===== src/sv/ntt_pkg.sv =====
// shared types, constants and digit helpers for the nixie time and temperature frame encoder
// no dependencies; imported by every module of the block

package ntt_pkg;

  // field widths
  localparam int HOUR_W    = 5;
  localparam int MINUTE_W  = 6;
  localparam int TEMP_W    = 16;
  localparam int CFG_W     = 5;
  localparam int CFG_IDX_W = 1;
  localparam int S_TDATA_W = 32;
  localparam int M_TDATA_W = 8;
  localparam int M_TUSER_W = 3;

  // register indexes
  localparam logic [CFG_IDX_W-1:0] REG_BLANK_AFTER  = 1'd0;
  localparam logic [CFG_IDX_W-1:0] REG_BLANK_BEFORE = 1'd1;

  localparam logic [CFG_W-1:0] BLANK_AFTER_RESET  = 5'd1;
  localparam logic [CFG_W-1:0] BLANK_BEFORE_RESET = 5'd6;

  // temperature range handling
  localparam logic [TEMP_W-1:0] MAG_LIMIT = 16'd1000;
  // floor(x * 52429 / 2^19) equals floor(x / 10) for every x up to 43689
  localparam logic [TEMP_W-1:0] DIV10_MUL   = 16'd52429;
  localparam int                DIV10_SHIFT = 19;
  localparam int                MAG1_W      = 12;

  localparam logic [7:0] BLANK_BYTE = 8'hFF;

  // byte slots in a frame
  localparam logic [1:0] POS_HOUR      = 2'd0;
  localparam logic [1:0] POS_MINUTE    = 2'd1;
  localparam logic [1:0] POS_TEMP_LOW  = 2'd2;
  localparam logic [1:0] POS_TEMP_HIGH = 2'd3;

  // one classified item, as it waits between front and back
  typedef struct packed {
    logic                blank;
    logic                point;
    logic                ovf;
    logic [HOUR_W-1:0]   hour;
    logic [MINUTE_W-1:0] minute;
    logic [3:0]          hund;
    logic [3:0]          tens;
    logic [3:0]          units;
  } item_t;

  typedef struct packed {
    logic [3:0] tens;
    logic [3:0] ones;
  } dig2_t;

  // split a value below 100 into tens and ones
  function automatic dig2_t split_99(input logic [6:0] v);
    dig2_t      r;
    logic [3:0] t;
    t = 4'd0;
    for (int k = 1; k <= 9; k++) begin
      if (v >= 7'(k * 10)) t = 4'(k);
    end
    r.tens = t;
    r.ones = 4'(v - 7'(t) * 7'd10);
    return r;
  endfunction

  // digit to tube-driver code, time tubes
  function automatic logic [3:0] time_code(input logic [3:0] d);
    logic [3:0] c;
    unique case (d)
      4'd0: c = 4'd4;
      4'd1: c = 4'd5;
      4'd2: c = 4'd1;
      4'd3: c = 4'd0;
      4'd4: c = 4'd9;
      4'd5: c = 4'd8;
      4'd6: c = 4'd2;
      4'd7: c = 4'd3;
      4'd8: c = 4'd7;
      4'd9: c = 4'd6;
      default: c = 4'hF;
    endcase
    return c;
  endfunction

  // digit to tube-driver code, temperature tubes
  function automatic logic [3:0] temp_code(input logic [3:0] d);
    logic [3:0] c;
    unique case (d)
      4'd0: c = 4'd5;
      4'd1: c = 4'd6;
      4'd2: c = 4'd7;
      4'd3: c = 4'd3;
      4'd4: c = 4'd2;
      4'd5: c = 4'd4;
      4'd6: c = 4'd1;
      4'd7: c = 4'd8;
      4'd8: c = 4'd9;
      4'd9: c = 4'd0;
      default: c = 4'hF;
    endcase
    return c;
  endfunction

  // ones slot: code bits 1,2,4,8 land on nibble bits 3,1,0,2
  function automatic logic [3:0] ones_nibble(input logic [3:0] c);
    return {c[0], c[3], c[1], c[2]};
  endfunction

  // time tens slot: code bits 1,2,4,8 land on byte bits 7,5,4,6
  function automatic logic [3:0] time_tens_nibble(input logic [3:0] c);
    return {c[0], c[3], c[1], c[2]};
  endfunction

  // temperature tens slot: code bits 1,2,4,8 land on byte bits 4,6,7,5
  function automatic logic [3:0] temp_tens_nibble(input logic [3:0] c);
    return {c[2], c[1], c[3], c[0]};
  endfunction

  function automatic logic [7:0] time_byte(input logic [6:0] v);
    dig2_t d;
    d = split_99(v);
    return {time_tens_nibble(time_code(d.tens)), ones_nibble(time_code(d.ones))};
  endfunction

  function automatic logic [7:0] temp_byte(input logic [3:0] tens, input logic [3:0] ones);
    return {temp_tens_nibble(temp_code(tens)), ones_nibble(temp_code(ones))};
  endfunction

endpackage


===== src/sv/ntt_front.sv =====
// front end: accepts input words, checks blanking, scales the temperature and splits digits
// depends on ntt_pkg; pushes classified items into ntt_queue

module ntt_front #(
  parameter int QUEUE_DEPTH = 4,
  parameter int CW          = 3
) (
  input  logic                          clk,
  input  logic                          rst,
  input  logic                          s_axis_tvalid,
  output logic                          s_axis_tready,
  // hour [4:0], minute [10:5], temperature [26:11], zero fill [31:27]
  input  logic [ntt_pkg::S_TDATA_W-1:0] s_axis_tdata,
  input  logic [ntt_pkg::CFG_W-1:0]     blank_after,
  input  logic [ntt_pkg::CFG_W-1:0]     blank_before,
  input  logic [CW-1:0]                 q_count,
  output logic                          push,
  output ntt_pkg::item_t                push_item
);
  import ntt_pkg::*;

  logic                  accept;
  logic [HOUR_W-1:0]     in_hour;
  logic [MINUTE_W-1:0]   in_minute;
  logic [TEMP_W-1:0]     in_temp;
  logic [1:0]            inflight;
  logic [CW:0]           occupancy;

  // stage a: captured word
  logic                  a_valid;
  logic                  a_blank;
  logic [HOUR_W-1:0]     a_hour;
  logic [MINUTE_W-1:0]   a_minute;
  logic [TEMP_W-1:0]     a_mag;

  // stage b: scaled magnitude
  logic                  b_valid;
  logic                  b_blank;
  logic                  b_point;
  logic [HOUR_W-1:0]     b_hour;
  logic [MINUTE_W-1:0]   b_minute;
  logic [MAG1_W-1:0]     b_mag;
  logic [2*TEMP_W-1:0]   prod;

  // stage c: digits
  logic                  c_valid;
  item_t                 c_item;
  logic [3:0]            hund;
  logic [6:0]            rem;
  dig2_t                 low;

  assign in_hour   = s_axis_tdata[HOUR_W-1:0];
  assign in_minute = s_axis_tdata[HOUR_W+MINUTE_W-1:HOUR_W];
  assign in_temp   = s_axis_tdata[HOUR_W+MINUTE_W+TEMP_W-1:HOUR_W+MINUTE_W];

  // credit check: every word in the pipe has a queue slot waiting for it
  assign inflight  = 2'({1'b0, a_valid} + {1'b0, b_valid} + {1'b0, c_valid});
  assign occupancy = (CW+1)'(q_count) + (CW+1)'(inflight);
  assign s_axis_tready = (occupancy < (CW+1)'(QUEUE_DEPTH));
  assign accept = s_axis_tvalid && s_axis_tready;

  // stage a: blanking window and magnitude
  always_ff @(posedge clk) begin
    if (rst) begin
      a_valid <= 1'b0;
    end else begin
      a_valid <= accept;
    end
    a_blank  <= (in_hour > blank_after) && (in_hour < blank_before);
    a_hour   <= in_hour;
    a_minute <= in_minute;
    a_mag    <= in_temp[TEMP_W-1] ? TEMP_W'(~in_temp + 1'b1) : in_temp;
  end

  // stage b: divide by ten when the magnitude reaches four digits
  assign prod = (2*TEMP_W)'(a_mag) * (2*TEMP_W)'(DIV10_MUL);

  always_ff @(posedge clk) begin
    if (rst) begin
      b_valid <= 1'b0;
    end else begin
      b_valid <= a_valid;
    end
    b_blank  <= a_blank;
    b_hour   <= a_hour;
    b_minute <= a_minute;
    if (a_mag >= MAG_LIMIT) begin
      b_mag   <= prod[DIV10_SHIFT+MAG1_W-1:DIV10_SHIFT];
      b_point <= 1'b0;
    end else begin
      b_mag   <= a_mag[MAG1_W-1:0];
      b_point <= !a_blank;
    end
  end

  // stage c: hundreds by threshold count, then tens and units
  always_comb begin
    hund = 4'd0;
    for (int k = 1; k <= 9; k++) begin
      if (b_mag >= MAG1_W'(k * 100)) hund = 4'(k);
    end
    rem = 7'(b_mag - MAG1_W'(hund) * MAG1_W'(100));
    low = split_99(rem);
  end

  always_ff @(posedge clk) begin
    if (rst) begin
      c_valid <= 1'b0;
    end else begin
      c_valid <= b_valid;
    end
    c_item.blank  <= b_blank;
    c_item.point  <= b_point;
    c_item.ovf    <= (b_mag >= MAG1_W'(MAG_LIMIT));
    c_item.hour   <= b_hour;
    c_item.minute <= b_minute;
    c_item.hund   <= hund;
    c_item.tens   <= low.tens;
    c_item.units  <= low.ones;
  end

  assign push      = c_valid;
  assign push_item = c_item;

endmodule


===== src/sv/ntt_queue.sv =====
// short queue of classified items between front and back
// depends on ntt_pkg for the item type

module ntt_queue #(
  parameter int QUEUE_DEPTH = 4,
  parameter int AW          = 2,
  parameter int CW          = 3
) (
  input  logic           clk,
  input  logic           rst,
  input  logic           push,
  input  ntt_pkg::item_t push_item,
  input  logic           pop,
  output ntt_pkg::item_t head,
  output logic           empty,
  output logic [CW-1:0]  count
);
  import ntt_pkg::*;

  item_t         mem [QUEUE_DEPTH];
  logic [AW-1:0] wr_ptr;
  logic [AW-1:0] rd_ptr;

  // storage
  always_ff @(posedge clk) begin
    if (push) mem[wr_ptr] <= push_item;
  end

  // pointers and fill count
  always_ff @(posedge clk) begin
    if (rst) begin
      wr_ptr <= '0;
      rd_ptr <= '0;
      count  <= '0;
    end else begin
      if (push) begin
        wr_ptr <= (wr_ptr == AW'(QUEUE_DEPTH - 1)) ? '0 : AW'(wr_ptr + 1'b1);
      end
      if (pop) begin
        rd_ptr <= (rd_ptr == AW'(QUEUE_DEPTH - 1)) ? '0 : AW'(rd_ptr + 1'b1);
      end
      if (push && !pop) begin
        count <= CW'(count + 1'b1);
      end else if (pop && !push) begin
        count <= CW'(count - 1'b1);
      end
    end
  end

  assign head  = mem[rd_ptr];
  assign empty = (count == '0);

endmodule


===== src/sv/ntt_back.sv =====
// back end: walks the four frame bytes of the head item into the output register
// depends on ntt_pkg for the item type and byte encoders

module ntt_back (
  input  logic                          clk,
  input  logic                          rst,
  input  ntt_pkg::item_t                head,
  input  logic                          q_empty,
  output logic                          pop,
  output logic                          m_axis_tvalid,
  input  logic                          m_axis_tready,
  // frame_byte [7:0]
  output logic [ntt_pkg::M_TDATA_W-1:0] m_axis_tdata,
  // byte_position [1:0], decimal_point [2]
  output logic [ntt_pkg::M_TUSER_W-1:0] m_axis_tuser,
  output logic                          m_axis_tlast
);
  import ntt_pkg::*;

  logic [1:0] idx;
  logic       load;
  logic [7:0] byte_val;

  assign load = !q_empty && (!m_axis_tvalid || m_axis_tready);
  assign pop  = load && (idx == POS_TEMP_HIGH);

  // select the byte for the current slot
  always_comb begin
    unique case (idx)
      POS_HOUR:      byte_val = time_byte(7'(head.hour));
      POS_MINUTE:    byte_val = time_byte(7'(head.minute));
      POS_TEMP_LOW:  byte_val = head.ovf ? BLANK_BYTE : temp_byte(4'd0, head.units);
      POS_TEMP_HIGH: byte_val = head.ovf ? BLANK_BYTE : temp_byte(head.hund, head.tens);
      default:       byte_val = BLANK_BYTE;
    endcase
    if (head.blank) byte_val = BLANK_BYTE;
  end

  // slot counter and output register
  always_ff @(posedge clk) begin
    if (rst) begin
      idx           <= POS_HOUR;
      m_axis_tvalid <= 1'b0;
    end else begin
      if (load) begin
        idx           <= 2'(idx + 1'b1);
        m_axis_tvalid <= 1'b1;
      end else if (m_axis_tready) begin
        m_axis_tvalid <= 1'b0;
      end
    end
    if (load) begin
      m_axis_tdata <= byte_val;
      m_axis_tuser <= {head.point, idx};
      m_axis_tlast <= (idx == POS_TEMP_HIGH);
    end
  end

endmodule


===== src/sv/nixie_time_temp_frame_encoder.sv =====
// top level of the nixie time and temperature frame encoder: config registers and wiring
// depends on ntt_pkg, ntt_front, ntt_queue, ntt_back
//
//   channel  | dir | handshake               | payload
//   s_axis   | in  | s_axis_tvalid/tready    | tdata: hour, minute, temperature
//   m_axis   | out | m_axis_tvalid/tready    | tdata: frame_byte; tuser: position, point;
//            |     |                         | tlast: last_byte
//   cfg      | in  | cfg_we                  | cfg_index, cfg_data
//
// each input word gives four output words, one per cycle while m_axis_tready is high;
// the byte sequencer moves to the next queued item only after loading its last byte.
// the first byte is registered through stage a, stages b and c, the queue write and
// the output register before it is valid.
// s_axis_tready drops once words in the front pipe plus queued items reach QUEUE_DEPTH.
// reset clears all valid flags and loads blank_after_hour = 1, blank_before_hour = 6.
// QUEUE_DEPTH must be 2 or more (unchecked); 4 keeps the input side from stalling on a steady stream.

module nixie_time_temp_frame_encoder #(
  parameter int QUEUE_DEPTH = 4
) (
  input  logic                          clk,
  input  logic                          rst,
  input  logic                          s_axis_tvalid,
  output logic                          s_axis_tready,
  // hour [4:0], minute [10:5], temperature [26:11], zero fill [31:27]
  input  logic [ntt_pkg::S_TDATA_W-1:0] s_axis_tdata,
  output logic                          m_axis_tvalid,
  input  logic                          m_axis_tready,
  // frame_byte [7:0]
  output logic [ntt_pkg::M_TDATA_W-1:0] m_axis_tdata,
  // byte_position [1:0], decimal_point [2]
  output logic [ntt_pkg::M_TUSER_W-1:0] m_axis_tuser,
  output logic                          m_axis_tlast,
  input  logic                          cfg_we,
  input  logic [ntt_pkg::CFG_IDX_W-1:0] cfg_index,
  input  logic [ntt_pkg::CFG_W-1:0]     cfg_data
);
  import ntt_pkg::*;

  localparam int AW = (QUEUE_DEPTH > 1) ? $clog2(QUEUE_DEPTH) : 1;
  localparam int CW = $clog2(QUEUE_DEPTH + 1);

  logic [CFG_W-1:0] blank_after;
  logic [CFG_W-1:0] blank_before;
  logic             push;
  item_t            push_item;
  logic             pop;
  item_t            head;
  logic             q_empty;
  logic [CW-1:0]    q_count;

  // configuration registers
  always_ff @(posedge clk) begin
    if (rst) begin
      blank_after  <= BLANK_AFTER_RESET;
      blank_before <= BLANK_BEFORE_RESET;
    end else if (cfg_we) begin
      unique case (cfg_index)
        REG_BLANK_AFTER:  blank_after  <= cfg_data;
        REG_BLANK_BEFORE: blank_before <= cfg_data;
        default: ;
      endcase
    end
  end

  ntt_front #(
    .QUEUE_DEPTH (QUEUE_DEPTH),
    .CW          (CW)
  ) u_front (
    .clk           (clk),
    .rst           (rst),
    .s_axis_tvalid (s_axis_tvalid),
    .s_axis_tready (s_axis_tready),
    .s_axis_tdata  (s_axis_tdata),
    .blank_after   (blank_after),
    .blank_before  (blank_before),
    .q_count       (q_count),
    .push          (push),
    .push_item     (push_item)
  );

  ntt_queue #(
    .QUEUE_DEPTH (QUEUE_DEPTH),
    .AW          (AW),
    .CW          (CW)
  ) u_queue (
    .clk       (clk),
    .rst       (rst),
    .push      (push),
    .push_item (push_item),
    .pop       (pop),
    .head      (head),
    .empty     (q_empty),
    .count     (q_count)
  );

  ntt_back u_back (
    .clk           (clk),
    .rst           (rst),
    .head          (head),
    .q_empty       (q_empty),
    .pop           (pop),
    .m_axis_tvalid (m_axis_tvalid),
    .m_axis_tready (m_axis_tready),
    .m_axis_tdata  (m_axis_tdata),
    .m_axis_tuser  (m_axis_tuser),
    .m_axis_tlast  (m_axis_tlast)
  );

endmodule

===== config.mk =====
export PLATFORM = sky130hd
export DESIGN_NAME = nixie_time_temp_frame_encoder
export DESIGN_NICKNAME = d
export VERILOG_FILES = /design/src/sv/ntt_pkg.sv /design/src/sv/ntt_front.sv /design/src/sv/ntt_queue.sv /design/src/sv/ntt_back.sv /design/src/sv/nixie_time_temp_frame_encoder.sv
export SDC_FILE = /design/constraint.sdc
export NUM_CORES = 1
export LEC_CHECK = 0
export ABC_AREA = 1
export BUFFER_PORTS_ARGS = -buffer_cell sky130_fd_sc_hd__buf_2
export CAP_MARGIN = 30
export CORE_ASPECT_RATIO = 1.1
export CORE_MARGIN = 2
export CORE_UTILIZATION = 30
export DETAILED_ROUTE_END_ITERATION = 7
export PLACE_DENSITY = 0.51
export SLEW_MARGIN = 10
export SYNTH_ARGS = -nofsm -noshare
export SYNTH_HDL_FRONTEND = slang
export SYNTH_SLANG_ARGS = --single-unit

===== constraint.sdc =====
create_clock -name clk -period 6.55 [get_ports clk]
set_clock_uncertainty 0.2 [all_clocks]
set_input_delay 0.9825 -clock clk [delete_from_list [all_inputs] [get_ports clk]]
set_output_delay 0.9825 -clock clk [all_outputs]
set_load 0.05 [all_outputs]

==> results.md <==
* Outcome: finished clean
* Avg Inst Size Synth at about 9.5 um2
* Crit. Startpoint: u_front.a_mag[7]
* CP Capture Point: u_front.b_mag[10]
* Post-DP HPWL at 24200 um
* Die ar. at 48900 um2
* Flop-to-flop setup slack at 780 ps
* Critical path fanouts, max at 6
* Total setup buffers inserted after CTS at 0
* CTS tree: yes
* Initial DRC count at 400
* Post-Place Cells at around 2100
* Clk buf depth at 3
* H-tree Lvls at 1
* DR pass1 iterations at 5
* CP Capture Type: flip-flop
* R2r worst-path depth at 18
* Skew-Pair Late Insertion Delay at about 540 ps
* Cell Area, Synth at 14200 um2
* Post-cts resize count at 0
* Grt total ovfl at 0
* Die Wd at 211 um
* EDFF count, synth at 116
* Rel. slew slack at 41.0%
* Layout cells sized above 1 at 10.1%
* Initial antenna violation count at 0
* GRT Util Overall at around an eighth
* Crit share post-route at approximately 90%
* Hold Vio Cnt, Final at 0
* Ant. Diodes at 0
* Largest family of logic cells by synthesized area: adder cells
* Cell Rows at 83
* Startpoint types: flip-flop
* Final setup viols at 0
* Num ports at 57
* Routed WL per cell at 14.3 um
* Final max-slew violation count at 0
* Number of global-route vias before repair at 10200
* Synth cell types at 63
* Crit path required time at 6740 ps
* Final setup TNS at 0 ps
* Worst Hold Class: flip-flop to flip-flop
* Synth Flop Type: edfxtp_1
* Reg-to-reg startpoint: u_front.a_mag[7]
* F_max at 173 MHz
* First-pass GRT wire length at 51100 um
* Port bufs at 51
* Adder-cell share of the synthesized area at 26.9%
* Nets@finish at ~1800
* Fill count at 4740
* Reg clk slew, reported paths at ~60 ps
* Mux cell area share after synthesis at 0%
* Syn nets at 1779
* Synth Area in XOR/XNOR at about 1.9%
* Post-layout min period at 5770 ps
* CTS Hold Buffers Added at 0
* Initial Util at 30.4%
* Core ar. at ~47000 um2
* Worst Min Path Start: u_front.b_hour[4]
* Synth Register Bits at 220
* Synth Area in Compound Gates at 9.84%
* Actual slew at the worst max-slew pin at 885 ps
* Worst Path Arrival at about 6000 ps
* Kind of critical path: flip-flop to flip-flop
* Synth Area in Simple Gates at 13.6%
* Max Cap Viol at 0
* Async SR Flop Fraction at 0%
* WL final at 31000 um
* Unrepaired setup endpoints after global routing: no
* Worst r2r dst: u_front.b_mag[10]
* Final estimated routing congestion in global placement at 0.842
* Root Driver: clkbuf_16
* Vias at just under 10000
* Total CTS buffers at 26
* Largest net degree at the start of global routing at 52
* DR vias/cell at 4.58
* Area delta synth->final at 13.5%
* DRC at 0
* Ys Warns at 0
* Non-filler cells, final at 2163
* Cells after Synth at 1484
* Post-synthesis sequential area ratio at 39.3%
* Antenna-violating nets left at 0
* Sink Count at 220
* Die height at 232 um
[kinds of logic (layout without fill, tap and decap cells)]
| logic type | count (synthesis) | in the layout |
|---|---|---|
| AO/OA/AOI/OAI | 234 | 234 |
| XOR/XNOR | 29 | 29 |
| adder cells (fa/ha/maj) | 252 | 252 |
| buffers and inverters | 302 | 386 |
| flip-flops | 220 | 220 |
| AND/OR/NAND/NOR | 447 | 447 |
[metal layers]
metal / track usage, % / part of all wire [%] / vias up
li1: - / - / 5006
met1: 15.0 / 43 / 4703
met2: 24.7 / 51 / 137
met3: 1.79 / 3.2 / 50
met4: 3.63 / 2.3 / 0
met5: 0 / 0 / -
[metrics by stage]
stage               area, um2  utilization (%)  hold WS (ps)  worst slack [ps]
floorplan               14200                -           110              1440
global placement        15100             32.3           112               795
detailed placement      15100             32.3           112               810
CTS                     16100             34.5           126               791
global route            16100             34.5           131               513
finish                  16100             34.5           125               776
[synth_stat cells (all sizes together) (2+ instances only)]
cell type	instances	area, um2
a211oi	3	22.5
a21o	3	22.5
a21oi	81	405
a221oi	2	17.5
a31oi	8	56.3
a32oi	10	95.1
buf	14	110
clkbuf	7	26.3
dfxtp	104	2080
edfxtp	116	3480
fa	87	1740
ha	165	2060
inv	281	1060
nand2	246	958
nand3	65	340
nand3b	2	15.0
nand4	5	31.3
nor2	99	389
nor3	11	60.1
nor4	6	37.5
o211ai	4	30.0
o21a	4	30.0
o21ai	92	475
o21bai	3	22.5
o22a	2	17.5
o22ai	9	70.1
o311ai	2	17.5
o31ai	4	43.8
or2	9	56.3
xnor2	12	105
xor2	17	164
[placed cells by master (no fill, tap or decap), types with 3 or more instances in the layout]
cell type,n
a211oi_1,3
bufinv_16,3
o21ai_0,82
inv_4,3
nor3_1,10
xnor2_1,12
or2_2,8
clkinvlp_4,3
o211ai_1,4
nand3_2,3
clkbuf_8,3
nor2_1,94
dfxtp_1,103
nor4_1,6
nand2_1,234
clkbuf_16,31
inv_1,273
o21ai_1,6
nand4_1,5
o21ai_2,4
o21bai_1,3
nand2_2,11
nor2_2,4
a32oi_1,9
xor2_1,15
ha_1,165
buf_4,6
edfxtp_1,116
nand3_1,62
o31ai_1,3
buf_2,51
a21o_1,3
fa_1,87
a31oi_1,7
inv_2,6
a21oi_1,80
o22ai_1,8
o21a_1,4
[area by class of cell]
cell class / instances / area (um2) / area share (%)
Timing Repair Buffer: 57 / 300 / 1.87
Sequential cell: 220 / 5570 / 34.6
Multi-Input combinational cell: 962 / 7390 / 46.0
Inverter: 281 / 1060 / 6.61
Clock inverter: 14 / 183 / 1.14
Tap cell: 595 / 744 / 4.63
Clock buffer: 34 / 817 / 5.09
[critical path, cell delays in order, from the launching register on]
cell	delay, ps
dfxtp_1	600
ha_1	340
inv_1	170
fa_1	440
inv_1	90
fa_1	420
fa_1	520
fa_1	530
fa_1	500
ha_1	380
a21oi_1	240
o21ai_0	140
inv_1	80
o21ai_0	160
a221oi_1	280
nand2_1	100
or2_2	280
nand3_1	60
o21ai_0	110
[worst min path at each step]
stage / endpoint / slack, ps / depth (start not counted)
after floorplan: u_front.b_hour[0] / 110 / 0
after global placement: u_front.b_hour[2] / 110 / 0
after detailed placement: u_front.b_minute[0] / 110 / 0
after CTS: u_front.b_minute[0] / 130 / 0
after global routing: u_front.push_item[18] / 130 / 0
final: u_front.push_item[22] / 130 / 0
[flip-flops by register name (all words and copies together), names as in the netlist, 2 cells and up, named ones only]
register,flops
u_queue.mem,104
u_front.push_item,26
u_front.a_mag,16
u_front.b_mag,12
u_back.m_axis_tdata,8
u_front.a_minute,6
u_front.b_minute,6
blank_after,5
blank_before,5
u_front.a_hour,5
u_front.b_hour,5
u_back.m_axis_tuser,3
u_queue.count,3
u_back.idx,2
u_queue.rd_ptr,2
u_queue.wr_ptr,2
Power is left out: the tool's default activity adds up to more than one toggle a clock period on the data nets, which glitch-free logic cannot reach.
